$ cat config.mk
export PLATFORM = sky130hd
export DESIGN_NAME = axi_write_burst_router_unit
export DESIGN_NICKNAME = d
export VERILOG_FILES = /design/src/rtl/core/abr_pkg.sv /design/src/rtl/core/abr_ram.sv /design/src/rtl/core/abr_front.sv /design/src/rtl/core/abr_opq.sv /design/src/rtl/core/abr_back.sv /design/src/rtl/core/axi_write_burst_router_unit.sv
export SDC_FILE = /design/constraint.sdc
export NUM_CORES = 1
export LEC_CHECK = 0
export ABC_AREA = 0
export BUFFER_PORTS_ARGS = -buffer_cell sky130_fd_sc_hd__buf_4
export CORE_MARGIN = 3
export CORE_UTILIZATION = 30
export CTS_BUF_LIST = sky130_fd_sc_hd__clkbuf_4
export DETAILED_ROUTE_END_ITERATION = 10
export GPL_TIMING_DRIVEN = 0
export PLACE_DENSITY = 0.43
export SYNTH_ARGS = -nofsm -noshare
export SYNTH_HDL_FRONTEND = slang
export SYNTH_HIERARCHICAL = 1
export SYNTH_SLANG_ARGS = --single-unit
export TNS_END_PERCENT = 50
$ cat constraint.sdc
create_clock -name clk_i -period 9.1 [get_ports clk_i]
set_input_delay 1.82 -clock clk_i [delete_from_list [all_inputs] [get_ports clk_i]]
set_output_delay 1.82 -clock clk_i [all_outputs]
set_load 0.01 [all_outputs]
$ cat src/rtl/core/abr_pkg.sv
`timescale 1ns / 1ps
// ----------------------------------------------------------------------------
// AXI write burst router package
// Shared types, codes and helper functions for the router front, queue and
// back end.
// ----------------------------------------------------------------------------
package abr_pkg;

  // Field widths
  localparam int unsigned CMD_W   = 2;
  localparam int unsigned QOS_W   = 4;
  localparam int unsigned LEN_W   = 8;
  localparam int unsigned PLANE_W = 3;
  localparam int unsigned BEATS_W = 9;
  localparam int unsigned CNT_W   = 4;
  localparam int unsigned ROUTE_W = PLANE_W + BEATS_W;

  // Default sizes
  localparam int unsigned ROUTE_DEPTH_DEF = 16;
  localparam int unsigned MAX_PLANES_DEF  = 8;
  localparam int unsigned OPQ_DEPTH       = 2;

  // Input command codes
  localparam logic [CMD_W-1:0] CMD_AW = 2'd0;
  localparam logic [CMD_W-1:0] CMD_WB = 2'd1;
  localparam logic [CMD_W-1:0] CMD_AR = 2'd2;

  // Reset value of the plane count register
  localparam logic [CNT_W-1:0] PLANE_COUNT_RST = 4'd1;

  // Classified operation kinds
  typedef enum logic [1:0] {
    OP_AW,
    OP_WB,
    OP_AR,
    OP_NOP
  } op_kind_e;

  // Result status codes
  typedef enum logic [1:0] {
    ST_OK,
    ST_FULL,
    ST_NOROUTE
  } status_e;

  // Back end sequencer states
  typedef enum logic {
    BK_RUN,
    BK_POP
  } back_state_e;

  // One classified operation, as held in the operation queue
  typedef struct packed {
    op_kind_e             kind;
    logic [PLANE_W-1:0]   plane;
    logic [BEATS_W-1:0]   beats;
    logic                 last;
  } op_t;

  // One result, as registered toward the output ports
  typedef struct packed {
    logic                 valid;
    logic [PLANE_W-1:0]   plane;
    status_e              status;
    logic                 burst_end;
    logic                 mismatch;
  } result_t;

  // Remainder of a QoS value by a small plane count (1 to 16), computed as a
  // four step restoring reduction on narrow values.
  function automatic logic [QOS_W-1:0] qos_mod(input logic [QOS_W-1:0] qos,
                                                input logic [4:0] n);
    logic [8:0] rem;
    logic [8:0] sub;
    rem = {5'd0, qos};
    for (int k = 3; k >= 0; k--) begin
      sub = {4'd0, n} << k;
      if (rem >= sub) begin
        rem = rem - sub;
      end
    end
    return rem[QOS_W-1:0];
  endfunction

endpackage

$ cat src/rtl/core/abr_ram.sv
`timescale 1ns / 1ps
// ----------------------------------------------------------------------------
// Generic simple dual port RAM
// One write port and one read port with a registered read data output.
// ----------------------------------------------------------------------------
module abr_ram #(
  parameter int unsigned WIDTH = 12,
  parameter int unsigned DEPTH = 16
) (
  input  logic                     clk_i,
  input  logic                     we_i,
  input  logic [$clog2(DEPTH)-1:0] waddr_i,
  input  logic [WIDTH-1:0]         wdata_i,
  input  logic                     re_i,
  input  logic [$clog2(DEPTH)-1:0] raddr_i,
  output logic [WIDTH-1:0]         rdata_o
);

  logic [WIDTH-1:0] mem_q [DEPTH];
  logic [WIDTH-1:0] rdata_q;

  // Write port
  always_ff @(posedge clk_i) begin
    if (we_i) begin
      mem_q[waddr_i] <= wdata_i;
    end
  end

  // Registered read port
  always_ff @(posedge clk_i) begin
    if (re_i) begin
      rdata_q <= mem_q[raddr_i];
    end
  end

  assign rdata_o = rdata_q;

endmodule

$ cat src/rtl/core/abr_front.sv
`timescale 1ns / 1ps
// ----------------------------------------------------------------------------
// Router front end
// Holds the plane count register, accepts commands, maps QoS to a plane and
// classifies each item into an operation for the queue.
// ----------------------------------------------------------------------------
module abr_front #(
  parameter int unsigned MAX_PLANES = abr_pkg::MAX_PLANES_DEF
) (
  input  logic                        clk_i,
  input  logic                        rst_ni,
  input  logic                        start,
  output logic                        busy,
  input  logic [abr_pkg::CMD_W-1:0]   cmd_i,
  input  logic [abr_pkg::QOS_W-1:0]   qos_i,
  input  logic [abr_pkg::LEN_W-1:0]   burst_len_i,
  input  logic                        w_last_i,
  input  logic                        cfg_valid_i,
  output logic                        cfg_ready_o,
  input  logic [abr_pkg::CNT_W-1:0]   cfg_data_i,
  input  logic                        opq_full_i,
  output logic                        push_o,
  output abr_pkg::op_t                op_o
);

  localparam logic [4:0] MaxPlanes = 5'(MAX_PLANES);

  logic [abr_pkg::CNT_W-1:0] plane_count_q;
  logic [abr_pkg::CNT_W-1:0] plane_count_d;
  logic [4:0]                eff_count;
  logic [abr_pkg::QOS_W-1:0] qos_rem;

  // Configuration register: a write transfer is taken every cycle
  assign cfg_ready_o   = 1'b1;
  assign plane_count_d = (cfg_valid_i && cfg_ready_o) ? cfg_data_i : plane_count_q;

  always_ff @(posedge clk_i or negedge rst_ni) begin
    if (!rst_ni) begin
      plane_count_q <= abr_pkg::PLANE_COUNT_RST;
    end else begin
      plane_count_q <= plane_count_d;
    end
  end

  // Effective plane count: zero counts as one, large values saturate.
  always_comb begin
    eff_count = {1'b0, plane_count_q};
    if (eff_count == 5'd0) begin
      eff_count = 5'd1;
    end else if (eff_count > MaxPlanes) begin
      eff_count = MaxPlanes;
    end
  end

  assign qos_rem = abr_pkg::qos_mod(qos_i, eff_count);

  // Items are taken whenever the operation queue has room.
  assign busy   = opq_full_i;
  assign push_o = start && !busy;

  // Classify the command.
  always_comb begin
    op_o.plane = qos_rem[abr_pkg::PLANE_W-1:0];
    op_o.beats = abr_pkg::BEATS_W'({1'b0, burst_len_i} + 9'd1);
    op_o.last  = w_last_i;
    case (cmd_i)
      abr_pkg::CMD_AW: op_o.kind = abr_pkg::OP_AW;
      abr_pkg::CMD_WB: op_o.kind = abr_pkg::OP_WB;
      abr_pkg::CMD_AR: op_o.kind = abr_pkg::OP_AR;
      default:         op_o.kind = abr_pkg::OP_NOP;
    endcase
  end

endmodule

$ cat src/rtl/core/abr_opq.sv
`timescale 1ns / 1ps
// ----------------------------------------------------------------------------
// Operation queue
// Short register FIFO that decouples the front end from the back end.
// ----------------------------------------------------------------------------
module abr_opq (
  input  logic         clk_i,
  input  logic         rst_ni,
  input  logic         push_i,
  input  abr_pkg::op_t op_i,
  input  logic         pop_i,
  output logic         valid_o,
  output logic         full_o,
  output abr_pkg::op_t op_o
);

  localparam int unsigned Depth = abr_pkg::OPQ_DEPTH;
  localparam int unsigned PtrW  = $clog2(Depth);
  localparam int unsigned CntW  = $clog2(Depth + 1);

  abr_pkg::op_t  slot_q [Depth];
  logic [PtrW-1:0] rd_ptr_q, rd_ptr_d;
  logic [PtrW-1:0] wr_ptr_q, wr_ptr_d;
  logic [CntW-1:0] count_q, count_d;
  logic            do_push;
  logic            do_pop;

  assign valid_o = (count_q != '0);
  assign full_o  = (count_q == CntW'(Depth));
  assign do_push = push_i && !full_o;
  assign do_pop  = pop_i && valid_o;
  assign op_o    = slot_q[rd_ptr_q];

  // Pointer and count update
  always_comb begin
    rd_ptr_d = rd_ptr_q;
    wr_ptr_d = wr_ptr_q;
    count_d  = count_q;
    if (do_push) begin
      wr_ptr_d = (wr_ptr_q == PtrW'(Depth - 1)) ? '0 : wr_ptr_q + PtrW'(1);
    end
    if (do_pop) begin
      rd_ptr_d = (rd_ptr_q == PtrW'(Depth - 1)) ? '0 : rd_ptr_q + PtrW'(1);
    end
    if (do_push && !do_pop) begin
      count_d = count_q + CntW'(1);
    end else if (do_pop && !do_push) begin
      count_d = count_q - CntW'(1);
    end
  end

  always_ff @(posedge clk_i or negedge rst_ni) begin
    if (!rst_ni) begin
      rd_ptr_q <= '0;
      wr_ptr_q <= '0;
      count_q  <= '0;
    end else begin
      rd_ptr_q <= rd_ptr_d;
      wr_ptr_q <= wr_ptr_d;
      count_q  <= count_d;
    end
  end

  // Payload storage
  always_ff @(posedge clk_i) begin
    if (do_push) begin
      slot_q[wr_ptr_q] <= op_i;
    end
  end

endmodule

$ cat src/rtl/core/abr_back.sv
`timescale 1ns / 1ps
// ----------------------------------------------------------------------------
// Router back end
// Executes queued operations against the route queue and the held route, and
// registers one result per operation.
// ----------------------------------------------------------------------------
module abr_back #(
  parameter int unsigned ROUTE_DEPTH = abr_pkg::ROUTE_DEPTH_DEF
) (
  input  logic             clk_i,
  input  logic             rst_ni,
  input  logic             op_valid_i,
  input  abr_pkg::op_t     op_i,
  output logic             op_pop_o,
  output abr_pkg::result_t result_o
);

  localparam int unsigned PtrW  = $clog2(ROUTE_DEPTH);
  localparam int unsigned FillW = $clog2(ROUTE_DEPTH + 1);

  abr_pkg::back_state_e state_q, state_d;

  logic [PtrW-1:0]             head_q, head_d;
  logic [PtrW-1:0]             tail_q, tail_d;
  logic [FillW-1:0]            fill_q, fill_d;
  logic [abr_pkg::PLANE_W-1:0] cur_plane_q, cur_plane_d;
  logic [abr_pkg::BEATS_W-1:0] beats_q, beats_d;
  logic                        held_q, held_d;
  abr_pkg::result_t            res_q, res_d;

  logic                        ram_we;
  logic                        ram_re;
  logic [abr_pkg::ROUTE_W-1:0] ram_wdata;
  logic [abr_pkg::ROUTE_W-1:0] ram_rdata;

  logic                        need_fetch;
  logic [abr_pkg::PLANE_W-1:0] src_plane;
  logic [abr_pkg::BEATS_W-1:0] src_beats;
  logic [abr_pkg::BEATS_W-1:0] beats_dec;
  logic                        count_done;
  logic                        beat_end;
  logic                        beat_mism;

  // Route queue storage
  abr_ram #(
    .WIDTH (abr_pkg::ROUTE_W),
    .DEPTH (ROUTE_DEPTH)
  ) u_route_ram (
    .clk_i   (clk_i),
    .we_i    (ram_we),
    .waddr_i (tail_q),
    .wdata_i (ram_wdata),
    .re_i    (ram_re),
    .raddr_i (head_q),
    .rdata_o (ram_rdata)
  );

  assign ram_wdata = {op_i.plane, op_i.beats};

  // A data beat without a held route must first read the oldest route.
  assign need_fetch = (state_q == abr_pkg::BK_RUN) && op_valid_i &&
                      (op_i.kind == abr_pkg::OP_WB) && !held_q && (fill_q != '0);

  // Beat accounting on the held route or on the route just read.
  assign src_plane  = (state_q == abr_pkg::BK_POP) ?
                      ram_rdata[abr_pkg::ROUTE_W-1:abr_pkg::BEATS_W] : cur_plane_q;
  assign src_beats  = (state_q == abr_pkg::BK_POP) ?
                      ram_rdata[abr_pkg::BEATS_W-1:0] : beats_q;
  assign beats_dec  = (src_beats != '0) ? src_beats - abr_pkg::BEATS_W'(1) : '0;
  assign count_done = (beats_dec == '0);
  assign beat_mism  = (count_done != op_i.last);
  assign beat_end   = count_done || op_i.last;

  // Next state
  always_comb begin
    state_d = state_q;
    case (state_q)
      abr_pkg::BK_RUN: begin
        if (need_fetch) begin
          state_d = abr_pkg::BK_POP;
        end
      end
      abr_pkg::BK_POP: begin
        state_d = abr_pkg::BK_RUN;
      end
      default: begin
        state_d = abr_pkg::BK_RUN;
      end
    endcase
  end

  // Operation execution and result formation
  always_comb begin
    op_pop_o       = 1'b0;
    ram_we         = 1'b0;
    ram_re         = 1'b0;
    head_d         = head_q;
    tail_d         = tail_q;
    fill_d         = fill_q;
    cur_plane_d    = cur_plane_q;
    beats_d        = beats_q;
    held_d         = held_q;
    res_d.valid    = 1'b0;
    res_d.plane    = '0;
    res_d.status   = abr_pkg::ST_OK;
    res_d.burst_end = 1'b0;
    res_d.mismatch = 1'b0;
    case (state_q)
      abr_pkg::BK_RUN: begin
        if (op_valid_i) begin
          case (op_i.kind)
            abr_pkg::OP_AW: begin
              op_pop_o    = 1'b1;
              res_d.valid = 1'b1;
              if (fill_q == FillW'(ROUTE_DEPTH)) begin
                res_d.status = abr_pkg::ST_FULL;
              end else begin
                ram_we      = 1'b1;
                res_d.plane = op_i.plane;
                tail_d      = (tail_q == PtrW'(ROUTE_DEPTH - 1)) ? '0 :
                              tail_q + PtrW'(1);
                fill_d      = fill_q + FillW'(1);
              end
            end
            abr_pkg::OP_AR: begin
              op_pop_o    = 1'b1;
              res_d.valid = 1'b1;
              res_d.plane = op_i.plane;
            end
            abr_pkg::OP_WB: begin
              if (held_q) begin
                op_pop_o        = 1'b1;
                res_d.valid     = 1'b1;
                res_d.plane     = src_plane;
                res_d.burst_end = beat_end;
                res_d.mismatch  = beat_mism;
                beats_d         = beats_dec;
                held_d          = !beat_end;
              end else if (fill_q != '0) begin
                ram_re = 1'b1;
              end else begin
                op_pop_o     = 1'b1;
                res_d.valid  = 1'b1;
                res_d.status = abr_pkg::ST_NOROUTE;
              end
            end
            default: begin
              op_pop_o    = 1'b1;
              res_d.valid = 1'b1;
            end
          endcase
        end
      end
      abr_pkg::BK_POP: begin
        // Route read last cycle: take it and serve the waiting beat.
        op_pop_o        = 1'b1;
        head_d          = (head_q == PtrW'(ROUTE_DEPTH - 1)) ? '0 : head_q + PtrW'(1);
        fill_d          = fill_q - FillW'(1);
        cur_plane_d     = src_plane;
        beats_d         = beats_dec;
        held_d          = !beat_end;
        res_d.valid     = 1'b1;
        res_d.plane     = src_plane;
        res_d.burst_end = beat_end;
        res_d.mismatch  = beat_mism;
      end
      default: begin
        op_pop_o = 1'b0;
      end
    endcase
  end

  // Control and route state registers
  always_ff @(posedge clk_i or negedge rst_ni) begin
    if (!rst_ni) begin
      state_q     <= abr_pkg::BK_RUN;
      head_q      <= '0;
      tail_q      <= '0;
      fill_q      <= '0;
      cur_plane_q <= '0;
      beats_q     <= '0;
      held_q      <= 1'b0;
      res_q       <= '0;
    end else begin
      state_q     <= state_d;
      head_q      <= head_d;
      tail_q      <= tail_d;
      fill_q      <= fill_d;
      cur_plane_q <= cur_plane_d;
      beats_q     <= beats_d;
      held_q      <= held_d;
      res_q       <= res_d;
    end
  end

  assign result_o = res_q;

  // The route queue never holds more entries than it has.
  a_fill_bound: assert property (@(posedge clk_i) disable iff (!rst_ni)
    fill_q <= FillW'(ROUTE_DEPTH))
    else $error("route queue fill exceeds depth");

  // A route read is only issued with a queued route and none held.
  a_pop_source: assert property (@(posedge clk_i) disable iff (!rst_ni)
    (state_q == abr_pkg::BK_POP) |-> (fill_q != '0) && !held_q)
    else $error("route read without a queued route");

  // The read stage always returns straight to the run state.
  a_pop_once: assert property (@(posedge clk_i) disable iff (!rst_ni)
    (state_q == abr_pkg::BK_POP) |=> (state_q == abr_pkg::BK_RUN))
    else $error("route read stage did not return");

  // A held route always has beats outstanding.
  a_held_beats: assert property (@(posedge clk_i) disable iff (!rst_ni)
    held_q |-> (beats_q != '0))
    else $error("held route with no beats left");

  // A write into the route queue never lands on a full queue.
  a_no_overrun: assert property (@(posedge clk_i) disable iff (!rst_ni)
    ram_we |-> (fill_q < FillW'(ROUTE_DEPTH)))
    else $error("route queue written while full");

endmodule

$ cat src/rtl/core/axi_write_burst_router_unit.sv
`timescale 1ns / 1ps
// Path: command, operation queue, back end result register; a data beat
//   that has to read its route also passes the route queue memory read port.
// Throughput: one command per cycle while the operation queue has room; a
//   beat that opens a route stalls the back end for the registered read.
// Reset clears all control state and sets the plane count to 1; the route
//   queue memory itself is not cleared. Results cannot be stalled.
// ----------------------------------------------------------------------------
// AXI write burst router
// Maps AXI address QoS to planes, queues write routes and steers write data
// beats along them, through a front end, an operation queue and a back end.
// ----------------------------------------------------------------------------
module axi_write_burst_router_unit #(
  parameter int unsigned ROUTE_DEPTH = abr_pkg::ROUTE_DEPTH_DEF,
  parameter int unsigned MAX_PLANES  = abr_pkg::MAX_PLANES_DEF
) (
  input  logic                          clk_i,
  input  logic                          rst_ni,
  input  logic                          start,
  output logic                          busy,
  input  logic [abr_pkg::CMD_W-1:0]     cmd_i,
  input  logic [abr_pkg::QOS_W-1:0]     qos_i,
  input  logic [abr_pkg::LEN_W-1:0]     burst_len_i,
  input  logic                          w_last_i,
  input  logic                          cfg_valid_i,
  output logic                          cfg_ready_o,
  input  logic [abr_pkg::CNT_W-1:0]     cfg_data_i,
  output logic                          result_valid_o,
  output logic [abr_pkg::PLANE_W-1:0]   plane_o,
  output logic [1:0]                    status_o,
  output logic                          burst_end_o,
  output logic                          last_mismatch_o
);

  logic             push;
  logic             opq_full;
  logic             opq_valid;
  logic             opq_pop;
  abr_pkg::op_t     op_in;
  abr_pkg::op_t     op_head;
  abr_pkg::result_t result;

  // Command intake and classification
  abr_front #(
    .MAX_PLANES (MAX_PLANES)
  ) u_front (
    .clk_i       (clk_i),
    .rst_ni      (rst_ni),
    .start       (start),
    .busy        (busy),
    .cmd_i       (cmd_i),
    .qos_i       (qos_i),
    .burst_len_i (burst_len_i),
    .w_last_i    (w_last_i),
    .cfg_valid_i (cfg_valid_i),
    .cfg_ready_o (cfg_ready_o),
    .cfg_data_i  (cfg_data_i),
    .opq_full_i  (opq_full),
    .push_o      (push),
    .op_o        (op_in)
  );

  // Decoupling queue between front and back
  abr_opq u_opq (
    .clk_i   (clk_i),
    .rst_ni  (rst_ni),
    .push_i  (push),
    .op_i    (op_in),
    .pop_i   (opq_pop),
    .valid_o (opq_valid),
    .full_o  (opq_full),
    .op_o    (op_head)
  );

  // Route execution
  abr_back #(
    .ROUTE_DEPTH (ROUTE_DEPTH)
  ) u_back (
    .clk_i      (clk_i),
    .rst_ni     (rst_ni),
    .op_valid_i (opq_valid),
    .op_i       (op_head),
    .op_pop_o   (opq_pop),
    .result_o   (result)
  );

  // Result ports
  assign result_valid_o  = result.valid;
  assign plane_o         = result.plane;
  assign status_o        = result.status;
  assign burst_end_o     = result.burst_end;
  assign last_mismatch_o = result.mismatch;

endmodule
Word level (Yosys, flattened, before mapping):

Memories as Yosys holds them, arrays and structs flattened. A register that Yosys moved wholly into a read port is not among the register bits.
Index checks and enable logic that the tools add are counted.

* flip-flop bits (word level): 43
* bits in latches: 0
* memory bits (writable): 222
* ROM bits: 0
* input bits: 23
* output and inout port bits: 10
* word-level logic and storage cells: 141
* memories kept: 2

Memories
* u_back.u_route_ram.mem_q: depth 16, width 12, read ports 1, clocked after memory_dff 1, write ports 1, RTL line abr_ram.sv:19 `logic [WIDTH-1:0] mem_q [DEPTH];`
* u_opq.slot_q: depth 2, width 15, read ports 1, clocked after memory_dff 0, write ports 1, RTL line abr_opq.sv:21 `abr_pkg::op_t slot_q [Depth];`

* $add $sub $neg: 14
* multiply operators: 0
* divide/modulo/power cells: 0
* order comparisons: 5
* eq/ne operators: 14
* shift-type cells: 0
* multiplexer cells: 61
* bitwise operators: 2
* reduce and logical (&&, ||, !) cells: 27

Operator list (count)
* 2-to-1 mux 9 bit: 8
* 2-to-1 mux 1 bit: 24
* case mux 9 bit (2 select lines): 1
* 2-to-1 mux 4 bit: 4
* 2-to-1 mux 5 bit: 3
* 2-to-1 mux 2 bit: 7
* 2-to-1 mux 3 bit: 4
* case mux 5 bit (2 select lines): 1
* adder 8 x 1 -> 9 bit, second input constant: 1
* greater-or-equal comparator 9 x 4 -> 1 bit: 1
* greater-or-equal comparator 9 x 5 -> 1 bit: 1
* greater-or-equal comparator 9 x 6 -> 1 bit: 1
* logical AND 1 bit: 9
* logical NOT 9 bit: 1
* case mux 3 bit (3 select lines): 1
* nonzero test 9 bit: 1
* subtractor 9 x 1 -> 9 bit, second input constant: 1
* subtractor 9 x 5 -> 9 bit: 1
* subtractor 9 x 6 -> 9 bit: 1
* adder 4 x 1 -> 4 bit, second input constant: 2
* == test 4 bit, second input constant: 2
* 2-to-1 mux 8 bit: 1
* case mux 2 bit (2 select lines): 2
* case mux 4 bit (2 select lines): 1
* 27 further kinds: 44

Depth between registers and ports, before layout:

* depth in word-level cells: 11
* mapped depth: 27
* mapped depth without buffers: 27

By module:

Netlist, hierarchy kept.

Modules (own cells, without submodules)
* abr_ram: times used 1, cells an instance 329, area an instance 7719.9 sq um, seq. area each 6125.9 sq um
* abr_back: times used 1, cells an instance 204, area an instance 2035.7 sq um, seq. area each 875.8 sq um
* abr_opq: times used 1, cells an instance 66, area an instance 1335.0 sq um, seq. area each 1001.0 sq um
* abr_front: times used 1, cells an instance 137, area an instance 1138.6 sq um, seq. area each 101.3 sq um

Least setup slack after synthesis:

No wires, ideal clock.

* path type: input to register
* start: in qos_i[3] (netlist bit)
* end: mem u_opq/slot_q[0][11] (netlist bit) (data pin)
* setup time: 262 ps
* data arrival time: 7130 ps
* required time: 8838 ps
* slack: 1708 ps
* stages: 24
* path buffers: 0
* cell sequence: inv_1 > ha_1 > or4b_4 > a21bo_2 > a21oi_1 > inv_1 > ha_1 > or2b_2 > a21oi_1 > a211oi_4 > mux2_2 > fa_1 > nor2b_1 > o21a_1 > nor2_1 > o211a_1 > o21ai_0 > mux2i_1 > ha_1 > o21ai_0 > nor3b_1 > o21ai_0 > nor4_4 > mux2_2

RTL lines
* start, declared: RTL line axi_write_burst_router_unit.sv:22 `input logic [abr_pkg::QOS_W-1:0] qos_i,`
* end, declared: RTL line abr_opq.sv:21

==> flow_summary_export.csv <==
group,metric,value,unit
yosys,async_flop_share,15.5,%
die,die_area,43200,um2
yosys,synth-edff-count,234,
global_route,grt_start_max_net_pins,44,
finish,nets,896,
clock_tree,cts.sinks,277,
yosys,ys_seq_area_share,66.3,%
routing,dr.first_iter.drc_count,261,
yosys,syn_area_per_cell,16.6,um2
placed_design,placedCellCount,1293,
global_route,grt-ovfl-total,0,
yosys,synthAdderAreaFrac,3.11,%
worst_setup_path,crit_type,"in2reg",
power,power.share.clock,23.6,%
yosys,synth_cells,736,
outcome,status,"complete, no violations",
yosys,synthFlopType,"edfxtp_1",
die,die_h,208,um
routing,routed_wirelength,27500,um
power,seqPwrFrac,41.4,%
timing,hold_viol_final,0,
finish,drive_above_1_share,28.2,%
routing,vias,6831,
clock_tree,ctsLongestPathBuffers,3,
clock_tree,holdBufCountCts,0,
power,switching_share,34.3,%
timing,timing.fmax,133,MHz
yosys,synth_top_family_by_area,"multiplexers",
yosys,synth_top_cell_by_area,"edfxtp_1",
clock_tree,clk_pin_slew,70,ps
global_route,gr-usage-all-layers,12.8,%
finish,post_layout_nonfiller_instances,1416,
power,switchingPower,1.53,mW
timing,slew_viol_final,0,
timing,finalCritPeriodShare,82.5,%
clock_tree,cts_tree,"done",
worst_setup_path,crit_fanout,4,
run,cap_violations,0,
worst_setup_path,crit_arrival,7880,ps
worst_setup_path,cp-end-kind,"register",
yosys,synth_cell_types,76,
routing,ant_nets,0,
placed_design,place_hpwl,18700,um
global_route,antenna_found_initial,1,
global_route,grt_pass1_vias,7401,
timing,slew_headroom,9.23,%
finish,fin_util,35.2,%
finish,mostFrequentLayoutCell,"edfxtp_1",
power,cell_internal_pwr,2.93,mW
clock_tree,clk_latency,670,ps
yosys,muxShareOfSynthArea,13.1,%
yosys,synth_top_area_share,57.5,%
yosys,ys_warn_count,6,
die,start_util,30.6,%
yosys,synth_nets,787,
yosys,syn_area,12200,um2
clock_tree,htree_num_levels,3,
die,core_area,40000,um2
yosys,synth_xor_area_share,2.08,%
routing,viasPerCell,4.82,
power,p_leak,5.01,nW
clock_tree,cts_root_buf,"clkbuf_4",
clock_tree,cts-resized-gates,0,
hold_path,hold_path_class,"reg2reg",
yosys,synth_compound_area_share,5.98,%
timing,setup-violations-final,0,
die,core.rowCount,73,
timing,tightest_slew,1360,ps
routing,remaining_drc_errors,0,
power,ir_drop,0.111,mV
routing,routedWlPerCell,19.4,um
power,p_comb_share,35.0,%
global_route,grt_pass1_wl,43000,um
worst_setup_path,cp-start-kind,"input pin",
yosys,netlist_top_cells_area,"edfxtp_1, dfrtp_1, mux4_2",
placed_design,routabilityCongestion,0.796,
worst_setup_path,worst_ep_required_time,9480,ps
routing,first_pass_iters,4,
power,powerDensity,317,nW/um2
clock_tree,cts_buffers,73,
die,io_pins,33,
clock_tree,post_cts_buffers,0,
timing,fin_setup_tns,0,ps
timing,post-route-min-period,7510,ps
timing,skew,38.1,ps
yosys,synth-simple-area-share,6.99,%
yosys,synth_seq_cells,277,
timing,rsz0062_at_grt,"false",
finish,final_cell_mix,"edfxtp_1, clkbuf_4, nand2_1, dfrtp_1, nor2_1",
die,die_w,208,um
placed_design,port_buffers,28,
finish,area_growth,15.2,%
-- metrics by stage --
| step | setup slack (ps) | area [um2] | power [mW] | hold slack [ps] |
|---|---|---|---|---|
| 6_report | 1590 | 14100 | 4.46 | 491 |
| 5_1_grt | 1210 | 14100 | 4.77 | 510 |
| 4_1_cts | 1650 | 14100 | 4.56 | 490 |
| 3_5_place_dp | 948 | 13200 | 3.47 | 477 |
| 3_3_place_gp | 1090 | 13100 | 3.40 | 478 |
| 2_1_floorplan | 1710 | 12200 | 2.94 | 443 |
-- per-layer routing --
metal	share of wire (%)	vias to the layer above	GRT usage (%)
li1	-	3135	-
met1	42	3518	15.5
met2	53	135	22.8
met3	3.6	43	2.91
met4	1.6	0	4.25
met5	0	-	0
-- Yosys cell counts, types with 3 or more instances --
library cell,count
clkbuf_1,8
dfrtp_1,42
nor2_1,45
mux4_2,33
mux2_2,14
edfxtp_1,234
nand2_1,48
a21o_1,3
o21ai_0,29
a22oi_1,27
buf_6,3
nor2b_1,9
nand3_1,7
mux2i_1,13
xor2_1,13
a21oi_1,15
buf_12,3
buf_4,4
nand2b_1,5
mux4_1,15
xnor2_1,16
mux2_4,9
buf_2,8
nor3_1,9
o31ai_1,3
nor3b_1,3
ha_1,24
nand4_1,3
fa_1,4
and4_1,3
and3_1,3
inv_1,26
-- critical path, cell delays in order --
cell	delay, ps
buf_4	80
inv_1	30
ha_1	280
or4b_4	500
a21bo_2	260
a21oi_1	300
inv_1	100
ha_1	340
or2b_2	190
a21oi_1	110
a211oi_4	380
mux2_2	420
fa_1	460
nor2b_1	150
o21a_1	190
nor2_1	70
o211a_1	120
o21ai_0	240
mux2i_1	430
ha_1	300
o21ai_0	70
nor3b_1	190
o21ai_0	190
nor4_4	260
mux2_2	410
-- power groups by stage --
| stage | Sequential, mW | Clock [mW] | Combinational (mW) |
|---|---|---|---|
| after floorplan | 1.84 | 0 | 1.10 |
| after global placement | 1.86 | 0 | 1.53 |
| after detailed placement | 1.88 | 0 | 1.59 |
| after CTS | 1.85 | 1.11 | 1.60 |
| after global routing | 1.87 | 1.17 | 1.72 |
| final | 1.85 | 1.05 | 1.56 |
-- state kept, by name, indices dropped and copies added, names as in the netlist, 2 cells and up --
name	count
u_back/head_q	4
u_back/result_o	8
u_front/plane_count_q	4
u_back/cur_plane_q	3
u_opq/count_q	2
u_back/u_route_ram/mem_q	192
u_opq/slot_q	30
u_back/u_route_ram/rdata_o	12
u_back/beats_q	9
u_back/tail_q	4
u_back/fill_q	5
-- final cells by class --
cell class / instances / area (um2)
multi-input combinational: 406 / 3860
antenna: 1 / 2.50
clock buffer: 103 / 773
sequential: 277 / 8100
inverter: 26 / 97.6
timing repair buffer: 34 / 270
tap: 525 / 657
fill: 3852 / 25900
buffer: 27 / 199
clock inverter: 17 / 125
-- cell families (layout without fill, tap and decap cells) --
group	Yosys count	after routing
muxes	87	87
buffers and inverters	53	207
other	1	2
xor gates and xnor gates	29	29
and+or+nand+nor	159	159
adders and majority gates	28	28
AOI/OAI and AO/OA	102	102
DFF	277	277
-- final timing paths --
path	startpoint	endpoint	slack (ps)	depth (start not counted)
max	qos_i[3]	u_opq/slot_q[1][12]	1590	25
min	u_opq/count_q[1]	u_opq/count_q[1]	490	1
max reg2reg	u_front/plane_count_q[0]	u_opq/slot_q[1][12]	2090	25
min reg2reg	u_opq/count_q[1]	u_opq/count_q[1]	490	1
max in group asynchronous	rst_ni	u_opq/wr_ptr_q	7520	1
min in group asynchronous	rst_ni	u_front/plane_count_q[2]	1160	1
No activity file was read; power rests on OpenSTA's default activity.
